`config.mk`:
```
export PLATFORM = sky130hd
export DESIGN_NAME = joystick_event_qualifier
export DESIGN_NICKNAME = d
export VERILOG_FILES = /design/src/sv/jeq_pkg.sv /design/src/sv/jeq_front.sv /design/src/sv/jeq_queue.sv /design/src/sv/jeq_back.sv /design/src/sv/joystick_event_qualifier.sv
export SDC_FILE = /design/constraint.sdc
export NUM_CORES = 2
export LEC_CHECK = 0
export BUFFER_PORTS_ARGS = -buffer_cell sky130_fd_sc_hd__buf_2
export CORE_ASPECT_RATIO = 1.4
export CORE_MARGIN = 8
export CORE_UTILIZATION = 55
export DETAILED_ROUTE_END_ITERATION = 12
export PLACE_DENSITY = 0.79
export SLEW_MARGIN = 30
export SYNTH_ARGS = -nofsm -noshare
export SYNTH_HDL_FRONTEND = slang
export SYNTH_SLANG_ARGS = --single-unit
```
`constraint.sdc`:
```
create_clock -name clk -period 9.7 [get_ports clk]
set_clock_uncertainty 0.05 [all_clocks]
set_input_delay 0 -clock clk [delete_from_list [all_inputs] [get_ports clk]]
set_output_delay 0 -clock clk [all_outputs]
set_load 0.1 [all_outputs]
```
`src/sv/jeq_pkg.sv`:
```
// Shared types, register indexes and sample kind codes for the joystick event qualifier.
package jeq_pkg;

  // Sample and event kind codes
  localparam logic [1:0] KIND_AXIS      = 2'd0;
  localparam logic [1:0] KIND_BUTTON    = 2'd1;
  localparam logic [1:0] KIND_HAT       = 2'd2;
  localparam logic [1:0] KIND_TRACKBALL = 2'd3;

  // Configuration register indexes
  localparam logic [2:0] REG_AUTO_REPEAT = 3'd0;
  localparam logic [2:0] REG_DELAY       = 3'd1;
  localparam logic [2:0] REG_DZ_01       = 3'd2;
  localparam logic [2:0] REG_DZ_23       = 3'd3;
  localparam logic [2:0] REG_SENS_01     = 3'd4;
  localparam logic [2:0] REG_SENS_23     = 3'd5;

  // Default channel counts and queue depth
  localparam int DEF_AXES       = 4;
  localparam int DEF_BUTTONS    = 16;
  localparam int DEF_HATS       = 4;
  localparam int DEF_TRACKBALLS = 2;
  localparam int QUEUE_DEPTH    = 2;

  // Decoded configuration, one 16-bit deadzone and sensitivity per axis
  typedef struct packed {
    logic             auto_repeat;
    logic [31:0]      repeat_delay;
    logic [3:0][15:0] deadzone;
    logic [3:0][15:0] sensitivity;
  } cfg_t;

  // A classified sample as it travels from the front to the back
  typedef struct packed {
    logic [1:0]         kind;
    logic [3:0]         channel;
    logic signed [15:0] value;
    logic signed [15:0] dx;
    logic signed [15:0] dy;
    logic [31:0]        time_ms;
    logic               below_dz;
  } item_t;

endpackage

```
`src/sv/jeq_front.sv`:
```
// Front end: accepts samples, drops out-of-range channels and classifies the rest.
module jeq_front #(
  parameter int AXES       = jeq_pkg::DEF_AXES,
  parameter int BUTTONS    = jeq_pkg::DEF_BUTTONS,
  parameter int HATS       = jeq_pkg::DEF_HATS,
  parameter int TRACKBALLS = jeq_pkg::DEF_TRACKBALLS
) (
  input  logic                in_valid,
  output logic                in_stall,
  input  logic [1:0]          in_operation,
  input  logic [3:0]          in_channel,
  input  logic signed [15:0]  in_sample_value,
  input  logic signed [15:0]  in_motion_dx,
  input  logic signed [15:0]  in_motion_dy,
  input  logic [31:0]         in_time_ms,
  input  jeq_pkg::cfg_t       cfg,
  input  logic                q_full,
  output logic                q_push,
  output jeq_pkg::item_t      q_item
);
  import jeq_pkg::*;

  localparam logic [4:0] AXES_L  = 5'(AXES);
  localparam logic [4:0] BTN_L   = 5'(BUTTONS);
  localparam logic [4:0] HATS_L  = 5'(HATS);
  localparam logic [4:0] TRK_L   = 5'(TRACKBALLS);

  logic        in_range;
  logic [16:0] magnitude;

  // Channel range check per kind
  always_comb begin
    unique case (in_operation)
      KIND_AXIS:   in_range = {1'b0, in_channel} < AXES_L;
      KIND_BUTTON: in_range = {1'b0, in_channel} < BTN_L;
      KIND_HAT:    in_range = {1'b0, in_channel} < HATS_L;
      default:     in_range = {1'b0, in_channel} < TRK_L;
    endcase
  end

  // Axis magnitude; the most negative sample counts as 32768
  assign magnitude = in_sample_value[15] ? (17'd0 - {in_sample_value[15], in_sample_value})
                                         : {1'b0, in_sample_value};

  // Classified item: reported value and motion are fixed here by kind
  always_comb begin
    q_item          = '0;
    q_item.kind     = in_operation;
    q_item.channel  = in_channel;
    q_item.time_ms  = in_time_ms;
    unique case (in_operation)
      KIND_AXIS: begin
        q_item.below_dz = magnitude < {1'b0, cfg.deadzone[in_channel[1:0]]};
        q_item.value    = q_item.below_dz ? 16'sd0 : in_sample_value;
      end
      KIND_BUTTON: q_item.value = (in_sample_value != 16'sd0) ? 16'sd1 : 16'sd0;
      KIND_HAT:    q_item.value = {12'd0, in_sample_value[3:0]};
      default: begin
        q_item.dx = in_motion_dx;
        q_item.dy = in_motion_dy;
      end
    endcase
  end

  assign in_stall = q_full;
  assign q_push   = in_valid && !q_full && in_range;

endmodule

```
`src/sv/jeq_queue.sv`:
```
// Short queue of classified items between the front and the back.
module jeq_queue #(
  parameter int DEPTH = jeq_pkg::QUEUE_DEPTH
) (
  input  logic           clk,
  input  logic           rst_n,
  input  logic           push,
  input  jeq_pkg::item_t push_item,
  output logic           full,
  input  logic           pop,
  output logic           valid,
  output jeq_pkg::item_t head
);
  import jeq_pkg::*;

  localparam int PW = (DEPTH > 1) ? $clog2(DEPTH) : 1;
  localparam int CW = $clog2(DEPTH + 1);

  item_t         mem_r [DEPTH];
  logic [PW-1:0] wr_ptr_r, wr_ptr_nxt;
  logic [PW-1:0] rd_ptr_r, rd_ptr_nxt;
  logic [CW-1:0] count_r, count_nxt;
  logic          do_pop;

  assign full   = count_r == CW'(DEPTH);
  assign valid  = count_r != '0;
  assign head   = mem_r[rd_ptr_r];
  assign do_pop = pop && valid;

  // Pointer and occupancy updates
  always_comb begin
    wr_ptr_nxt = wr_ptr_r;
    rd_ptr_nxt = rd_ptr_r;
    count_nxt  = count_r;
    if (push) begin
      wr_ptr_nxt = (wr_ptr_r == PW'(DEPTH - 1)) ? '0 : wr_ptr_r + 1'b1;
    end
    if (do_pop) begin
      rd_ptr_nxt = (rd_ptr_r == PW'(DEPTH - 1)) ? '0 : rd_ptr_r + 1'b1;
    end
    if (push && !do_pop) begin
      count_nxt = count_r + 1'b1;
    end else if (do_pop && !push) begin
      count_nxt = count_r - 1'b1;
    end
  end

  always_ff @(posedge clk) begin
    if (!rst_n) begin
      wr_ptr_r <= '0;
      rd_ptr_r <= '0;
      count_r  <= '0;
    end else begin
      wr_ptr_r <= wr_ptr_nxt;
      rd_ptr_r <= rd_ptr_nxt;
      count_r  <= count_nxt;
    end
  end

  // Item storage
  always_ff @(posedge clk) begin
    if (push) begin
      mem_r[wr_ptr_r] <= push_item;
    end
  end

endmodule

```
`src/sv/jeq_back.sv`:
```
// Back end: per-channel state, change and repeat decisions, and the output register.
module jeq_back #(
  parameter int AXES    = jeq_pkg::DEF_AXES,
  parameter int BUTTONS = jeq_pkg::DEF_BUTTONS,
  parameter int HATS    = jeq_pkg::DEF_HATS
) (
  input  logic               clk,
  input  logic               rst_n,
  input  jeq_pkg::cfg_t      cfg,
  input  logic               q_valid,
  input  jeq_pkg::item_t     q_item,
  output logic               q_pop,
  output logic               out_valid,
  input  logic               out_stall,
  output logic [1:0]         out_event_kind,
  output logic [3:0]         out_event_channel,
  output logic signed [15:0] out_event_value,
  output logic signed [15:0] out_event_dx,
  output logic signed [15:0] out_event_dy
);
  import jeq_pkg::*;

  localparam int AW = (AXES > 1) ? $clog2(AXES) : 1;
  localparam int BW = (BUTTONS > 1) ? $clog2(BUTTONS) : 1;
  localparam int HW = (HATS > 1) ? $clog2(HATS) : 1;

  // Per-channel state
  logic signed [15:0] last_axis_r    [AXES];
  logic [31:0]        axis_stamp_r   [AXES];
  logic               last_button_r  [BUTTONS];
  logic [31:0]        button_stamp_r [BUTTONS];
  logic [3:0]         last_hat_r     [HATS];
  logic [31:0]        hat_stamp_r    [HATS];

  logic               out_valid_r, out_valid_nxt;
  item_t              out_item_r;

  logic [AW-1:0]      ax_idx;
  logic [BW-1:0]      bt_idx;
  logic [HW-1:0]      ht_idx;
  logic signed [15:0] last_val;
  logic [31:0]        stamp;
  logic               changed;
  logic [16:0]        diff;
  logic [16:0]        delta;
  logic               sens_ok;
  logic               due;
  logic               emit;
  logic               wr_value;
  logic               wr_stamp;
  logic               take;

  assign ax_idx = q_item.channel[AW-1:0];
  assign bt_idx = q_item.channel[BW-1:0];
  assign ht_idx = q_item.channel[HW-1:0];

  // Stored value and stamp of the addressed channel
  always_comb begin
    last_val = '0;
    stamp    = '0;
    unique case (q_item.kind)
      KIND_AXIS: begin
        last_val = last_axis_r[ax_idx];
        stamp    = axis_stamp_r[ax_idx];
      end
      KIND_BUTTON: begin
        last_val = {15'd0, last_button_r[bt_idx]};
        stamp    = button_stamp_r[bt_idx];
      end
      KIND_HAT: begin
        last_val = {12'd0, last_hat_r[ht_idx]};
        stamp    = hat_stamp_r[ht_idx];
      end
      default: begin
        last_val = '0;
        stamp    = '0;
      end
    endcase
  end

  // Change size for the sensitivity test, and elapsed time for a repeat
  assign changed = q_item.value != last_val;
  assign diff    = {last_val[15], last_val} - {q_item.value[15], q_item.value};
  assign delta   = diff[16] ? (17'd0 - diff) : diff;
  assign sens_ok = (q_item.kind != KIND_AXIS) ||
                   (delta >= {1'b0, cfg.sensitivity[q_item.channel[1:0]]});
  assign due     = (q_item.time_ms - stamp) >= cfg.repeat_delay;

  // Report and state update decision
  always_comb begin
    emit     = 1'b0;
    wr_value = 1'b0;
    wr_stamp = 1'b0;
    if (q_item.kind == KIND_TRACKBALL) begin
      emit = (q_item.dx != 16'sd0) || (q_item.dy != 16'sd0);
    end else if (q_item.below_dz) begin
      emit = 1'b1;
    end else if (changed) begin
      wr_value = 1'b1;
      wr_stamp = 1'b1;
      emit     = sens_ok;
    end else if (cfg.auto_repeat && (q_item.value != 16'sd0)) begin
      emit = due;
    end else begin
      wr_stamp = 1'b1;
    end
  end

  assign take  = q_valid && (!out_valid_r || !out_stall);
  assign q_pop = take;

  // Axis state
  always_ff @(posedge clk) begin
    if (!rst_n) begin
      for (int i = 0; i < AXES; i++) begin
        last_axis_r[i]  <= '0;
        axis_stamp_r[i] <= '0;
      end
    end else if (take && (q_item.kind == KIND_AXIS)) begin
      for (int i = 0; i < AXES; i++) begin
        if (ax_idx == AW'(i)) begin
          if (wr_value) begin
            last_axis_r[i] <= q_item.value;
          end
          if (wr_stamp) begin
            axis_stamp_r[i] <= q_item.time_ms;
          end
        end
      end
    end
  end

  // Button state
  always_ff @(posedge clk) begin
    if (!rst_n) begin
      for (int i = 0; i < BUTTONS; i++) begin
        last_button_r[i]  <= 1'b0;
        button_stamp_r[i] <= '0;
      end
    end else if (take && (q_item.kind == KIND_BUTTON)) begin
      for (int i = 0; i < BUTTONS; i++) begin
        if (bt_idx == BW'(i)) begin
          if (wr_value) begin
            last_button_r[i] <= q_item.value[0];
          end
          if (wr_stamp) begin
            button_stamp_r[i] <= q_item.time_ms;
          end
        end
      end
    end
  end

  // Hat state
  always_ff @(posedge clk) begin
    if (!rst_n) begin
      for (int i = 0; i < HATS; i++) begin
        last_hat_r[i]  <= '0;
        hat_stamp_r[i] <= '0;
      end
    end else if (take && (q_item.kind == KIND_HAT)) begin
      for (int i = 0; i < HATS; i++) begin
        if (ht_idx == HW'(i)) begin
          if (wr_value) begin
            last_hat_r[i] <= q_item.value[3:0];
          end
          if (wr_stamp) begin
            hat_stamp_r[i] <= q_item.time_ms;
          end
        end
      end
    end
  end

  // Output register: loads a reported item, clears once the item is taken
  always_comb begin
    if (take) begin
      out_valid_nxt = emit;
    end else begin
      out_valid_nxt = out_valid_r && out_stall;
    end
  end

  always_ff @(posedge clk) begin
    if (!rst_n) begin
      out_valid_r <= 1'b0;
    end else begin
      out_valid_r <= out_valid_nxt;
    end
  end

  always_ff @(posedge clk) begin
    if (take && emit) begin
      out_item_r <= q_item;
    end
  end

  assign out_valid         = out_valid_r;
  assign out_event_kind    = out_item_r.kind;
  assign out_event_channel = out_item_r.channel;
  assign out_event_value   = out_item_r.value;
  assign out_event_dx      = out_item_r.dx;
  assign out_event_dy      = out_item_r.dy;

endmodule

```
`src/sv/joystick_event_qualifier.sv`:
```
// Top level of the joystick event qualifier: configuration registers, front, queue and back.
// The block takes one polled sample (axis, button, hat or trackball) per item and sustains
// one item per clock cycle while the output is not stalled. An accepted item enters a
// two-entry queue; the back end reads, decides and writes the addressed channel's stored
// value and stamp, and a reported result goes from the queue head into the output register.
// That read, compare and write of per-channel state sets the rate.
// Samples on an out-of-range channel, and samples that raise no event, produce no output.
// Configuration registers must be written only while no item is in flight.
module joystick_event_qualifier #(
  parameter int AXES       = jeq_pkg::DEF_AXES,
  parameter int BUTTONS    = jeq_pkg::DEF_BUTTONS,
  parameter int HATS       = jeq_pkg::DEF_HATS,
  parameter int TRACKBALLS = jeq_pkg::DEF_TRACKBALLS
) (
  input  logic               clk,
  input  logic               rst_n,
  input  logic               cfg_write_en,
  input  logic [2:0]         cfg_index,
  input  logic [31:0]        cfg_data,
  input  logic               in_valid,
  output logic               in_stall,
  input  logic [1:0]         in_operation,
  input  logic [3:0]         in_channel,
  input  logic signed [15:0] in_sample_value,
  input  logic signed [15:0] in_motion_dx,
  input  logic signed [15:0] in_motion_dy,
  input  logic [31:0]        in_time_ms,
  output logic               out_valid,
  input  logic               out_stall,
  output logic [1:0]         out_event_kind,
  output logic [3:0]         out_event_channel,
  output logic signed [15:0] out_event_value,
  output logic signed [15:0] out_event_dx,
  output logic signed [15:0] out_event_dy
);
  import jeq_pkg::*;

  logic        auto_repeat_r;
  logic [31:0] delay_r;
  logic [31:0] dz01_r;
  logic [31:0] dz23_r;
  logic [31:0] sens01_r;
  logic [31:0] sens23_r;
  cfg_t        cfg;

  logic        q_full;
  logic        q_push;
  item_t       q_push_item;
  logic        q_pop;
  logic        q_valid;
  item_t       q_head;

  // Configuration registers
  always_ff @(posedge clk) begin
    if (!rst_n) begin
      auto_repeat_r <= 1'b0;
      delay_r       <= '0;
      dz01_r        <= '0;
      dz23_r        <= '0;
      sens01_r      <= '0;
      sens23_r      <= '0;
    end else if (cfg_write_en) begin
      unique case (cfg_index)
        REG_AUTO_REPEAT: auto_repeat_r <= cfg_data[0];
        REG_DELAY:       delay_r       <= cfg_data;
        REG_DZ_01:       dz01_r        <= cfg_data;
        REG_DZ_23:       dz23_r        <= cfg_data;
        REG_SENS_01:     sens01_r      <= cfg_data;
        REG_SENS_23:     sens23_r      <= cfg_data;
        default: begin
        end
      endcase
    end
  end

  // Per-axis view of the packed registers
  assign cfg.auto_repeat  = auto_repeat_r;
  assign cfg.repeat_delay = delay_r;
  assign cfg.deadzone     = {dz23_r, dz01_r};
  assign cfg.sensitivity  = {sens23_r, sens01_r};

  jeq_front #(
    .AXES       (AXES),
    .BUTTONS    (BUTTONS),
    .HATS       (HATS),
    .TRACKBALLS (TRACKBALLS)
  ) u_front (
    .in_valid        (in_valid),
    .in_stall        (in_stall),
    .in_operation    (in_operation),
    .in_channel      (in_channel),
    .in_sample_value (in_sample_value),
    .in_motion_dx    (in_motion_dx),
    .in_motion_dy    (in_motion_dy),
    .in_time_ms      (in_time_ms),
    .cfg             (cfg),
    .q_full          (q_full),
    .q_push          (q_push),
    .q_item          (q_push_item)
  );

  jeq_queue #(
    .DEPTH (QUEUE_DEPTH)
  ) u_queue (
    .clk       (clk),
    .rst_n     (rst_n),
    .push      (q_push),
    .push_item (q_push_item),
    .full      (q_full),
    .pop       (q_pop),
    .valid     (q_valid),
    .head      (q_head)
  );

  jeq_back #(
    .AXES    (AXES),
    .BUTTONS (BUTTONS),
    .HATS    (HATS)
  ) u_back (
    .clk               (clk),
    .rst_n             (rst_n),
    .cfg               (cfg),
    .q_valid           (q_valid),
    .q_item            (q_head),
    .q_pop             (q_pop),
    .out_valid         (out_valid),
    .out_stall         (out_stall),
    .out_event_kind    (out_event_kind),
    .out_event_channel (out_event_channel),
    .out_event_value   (out_event_value),
    .out_event_dx      (out_event_dx),
    .out_event_dy      (out_event_dy)
  );

endmodule

```
==> impl_metrics.toml <==
[synthesis]
yosysWarnings = 0
synth_cell_types = 73
ys_seq_area_frac = 0.639
async_flop_share = 0
synth_area_sq_um = 56400
syn_inst = 4320
synth_area_per_cell_sq_um = 13.1
ys_ff_latch = 1259
synth_nets = 4561
synth-main-ff-cell = "edfxtp_1"
synth-edff-count = 1083

[layout]
drive_gt1_frac = 0.169
area_delta_synth_final_pct = 13.9
design_area_sq_um = 64300
nets = 4836
num-fill-cells = 7031
multi_input_area_sq_um = 18900
utilization = 0.630
layout.area.seq_sq_um = 36000

[timing]
fin_crit_sh = 0.910
hold_viol = 0
max_freq_mhz = 113
setup-tns-final_ps = 0
drv_slew = 0
worst_pin_slew_ps = 1010
setup_viol = 0
slew_headroom = 0.305
period_needed_ps = 8830
rsz0062_at_grt = "no"
layout_setup_ws_ps = 871

[worst_setup_path]
critPathMaxFanout = 55
arrival_ps = 9390
crit_path_top_delay_cell = "a221oi_1"
cpMostUsedCell = "o21ai_0"
end_kind = "flop"
cp.required_ps = 10260
max_stage_delay_ps = 820
path_class = "reg2reg"
crit_path_start_kind = "flop"

[clock_network]
cts_buffers = 110
cts.clk_slew.worst_paths_ps = 70
h-tree-depth = 3
root_buffer = "clkbuf_16"
cts_buffer_depth = 3
ctsResizeCount = 0
tritoncts = "built"
clk_latency_ps = 740
cts.sinks = 1259

[drt]
drt_pass1_iterations = 6
num_vias = 37900
finalWirelength_um = 157000
avgRoutedWirePerCell_um = 26.0
drt_iter0_drc = 4529
drc = 0
ant_nets = 0
via_per_inst = 6.29

[global_routing]
grt_max_degree = 193
overflow = 0
antenna_found_initial = 1
grt_pass1_vias = 38600
track_usage = 0.273
grt_pass1_wl_um = 235000

[place]
place_congestion = 0.968
preCtsSetupSlack_ps = 1540
io_buffers = 181
dpl_cell_area_sq_um = 58800
dpl.hpwl_um = 98400

[die]
start_util = 0.553
dieHeight_um = 395
dieArea_sq_um = 113000
rows = 139
die_width_um = 287
core_area_sq_um = 102000
io_pins = 182

[pwr]
p_total_mw = 16.8
p_leak_nw = 22.9
ir_drop_mv = 0.367
p_per_area_nw_per_um2 = 261

[hold_path]
worstHoldStart = "in_time_ms[14]"
hold_class = "in2reg"

[outcome]
status = "complete, no violations"

[flow_run]
maxCapViolCount = 0
metal layers:
layer	track usage	wire, um
met4	0.174	11400
met2	0.468	78500
met1	0.319	51900
met5	0	0
met3	0.0402	15200
area by class of cell:
| cell class | count | share of cell area |
|---|---|---|
| sequential | 1259 | 0.561 |
| multi-input combinational | 2651 | 0.294 |
| timing repair buffer | 442 | 0.0523 |
| clock buffer | 133 | 0.0448 |
| tap | 1339 | 0.0261 |
| clock inverter | 74 | 0.0140 |
| inverter | 131 | 0.00788 |
| antenna | 1 | 0.0000389 |
registers in the layout, summed over array words and instances (netlist names), 32 cells and up, named ones only:
name	cells
u_back.axis_stamp_r	128
sens01_r	32
u_back.hat_stamp_r	128
sens23_r	32
u_back.button_stamp_r	512
delay_r	32
u_queue.mem_r	174
dz23_r	32
u_back.last_axis_r	64
dz01_r	32
where the power goes:
| group | internal [mW] | switching (mW) |
|---|---|---|
| Combinational | 1.93 | 3.71 |
| Clock | 2.63 | 1.99 |
| Sequential | 6.36 | 0.142 |
cells by family after synthesis:
family / share of synthesized area
compound gates: 0.0581
xor+xnor: 0.00978
fa+ha+maj: 0.0258
buf+inv: 0.0292
flops: 0.639
mux: 0.117
simple gates: 0.121
worst max-delay path, delay by kind of cell (launching register included):
family / cells / cell delay, ps
flip-flops: 1 / 630
buffers and inverters: 4 / 2030
AND/OR/NAND/NOR: 4 / 720
multiplexers: 2 / 800
adder cells (fa/ha/maj): 2 / 510
AO/OA/AOI/OAI: 16 / 3850
placed cells by master (no fill, tap or decap), types with 28 or more instances in the layout:
cell type / synthesis / final
a21boi_0: 164 / 164
clkbuf_16: 0 / 112
xnor2_1: 44 / 44
a31oi_1: 36 / 36
mux4_2: 248 / 248
dlygate4sd3_1: 0 / 171
buf_2: 79 / 180
clkinv_1: 0 / 28
buf_4: 1 / 85
o21ai_0: 63 / 53
nand2_1: 647 / 644
a21o_1: 30 / 30
nand3_1: 86 / 86
mux2_2: 67 / 67
and3_1: 45 / 45
dfxtp_1: 176 / 175
edfxtp_1: 1083 / 1083
a21oi_1: 99 / 99
nor2_1: 722 / 719
ha_1: 113 / 113
inv_1: 129 / 127
synthesized netlist by cell type, drive strengths merged (24+ instances only):
library cell / number / area, sq um
a21oi: 99 / 495
and3: 45 / 282
a21o: 31 / 234
o21ai: 63 / 315
nand2: 647 / 2430
edfxtp: 1083 / 32500
nand3: 87 / 440
dfxtp: 176 / 3520
a31oi: 37 / 246
a21boi: 164 / 1230
mux2: 67 / 754
clkbuf: 170 / 638
mux2i: 24 / 259
mux4: 248 / 5590
buf: 109 / 519
inv: 131 / 492
nor2: 723 / 2720
ha: 113 / 1410
and2: 24 / 150
xnor2: 44 / 385
per-stage QoR:
stage / hold slack (ps) / std cells
6_report: 47.4 / 6030
5_1_grt: 31.7 / 6029
4_1_cts: 5.32 / 6029
3_5_place_dp: 141 / 5651
3_3_place_gp: 138 / 5651
2_1_floorplan: 48.9 / 4320
path summary, 6_finish.rpt:
kind         cells after the start  slack (ps)                    to
max reg2reg                     28         870      u_back.out_valid
max                             28         870      u_back.out_valid
min                              2          50  u_queue.mem_r[0][15]
min reg2reg                      2         410           sens23_r[6]
repair_timing:
action | in CTS | in global routing
endpoints found under the setup margin | 0 | 0
hold endpoints to repair | 387 | 0
buffers inserted | 0 | 0
hold buffers | 171 | 0
Note: power is estimated with default switching activity, not from simulation.
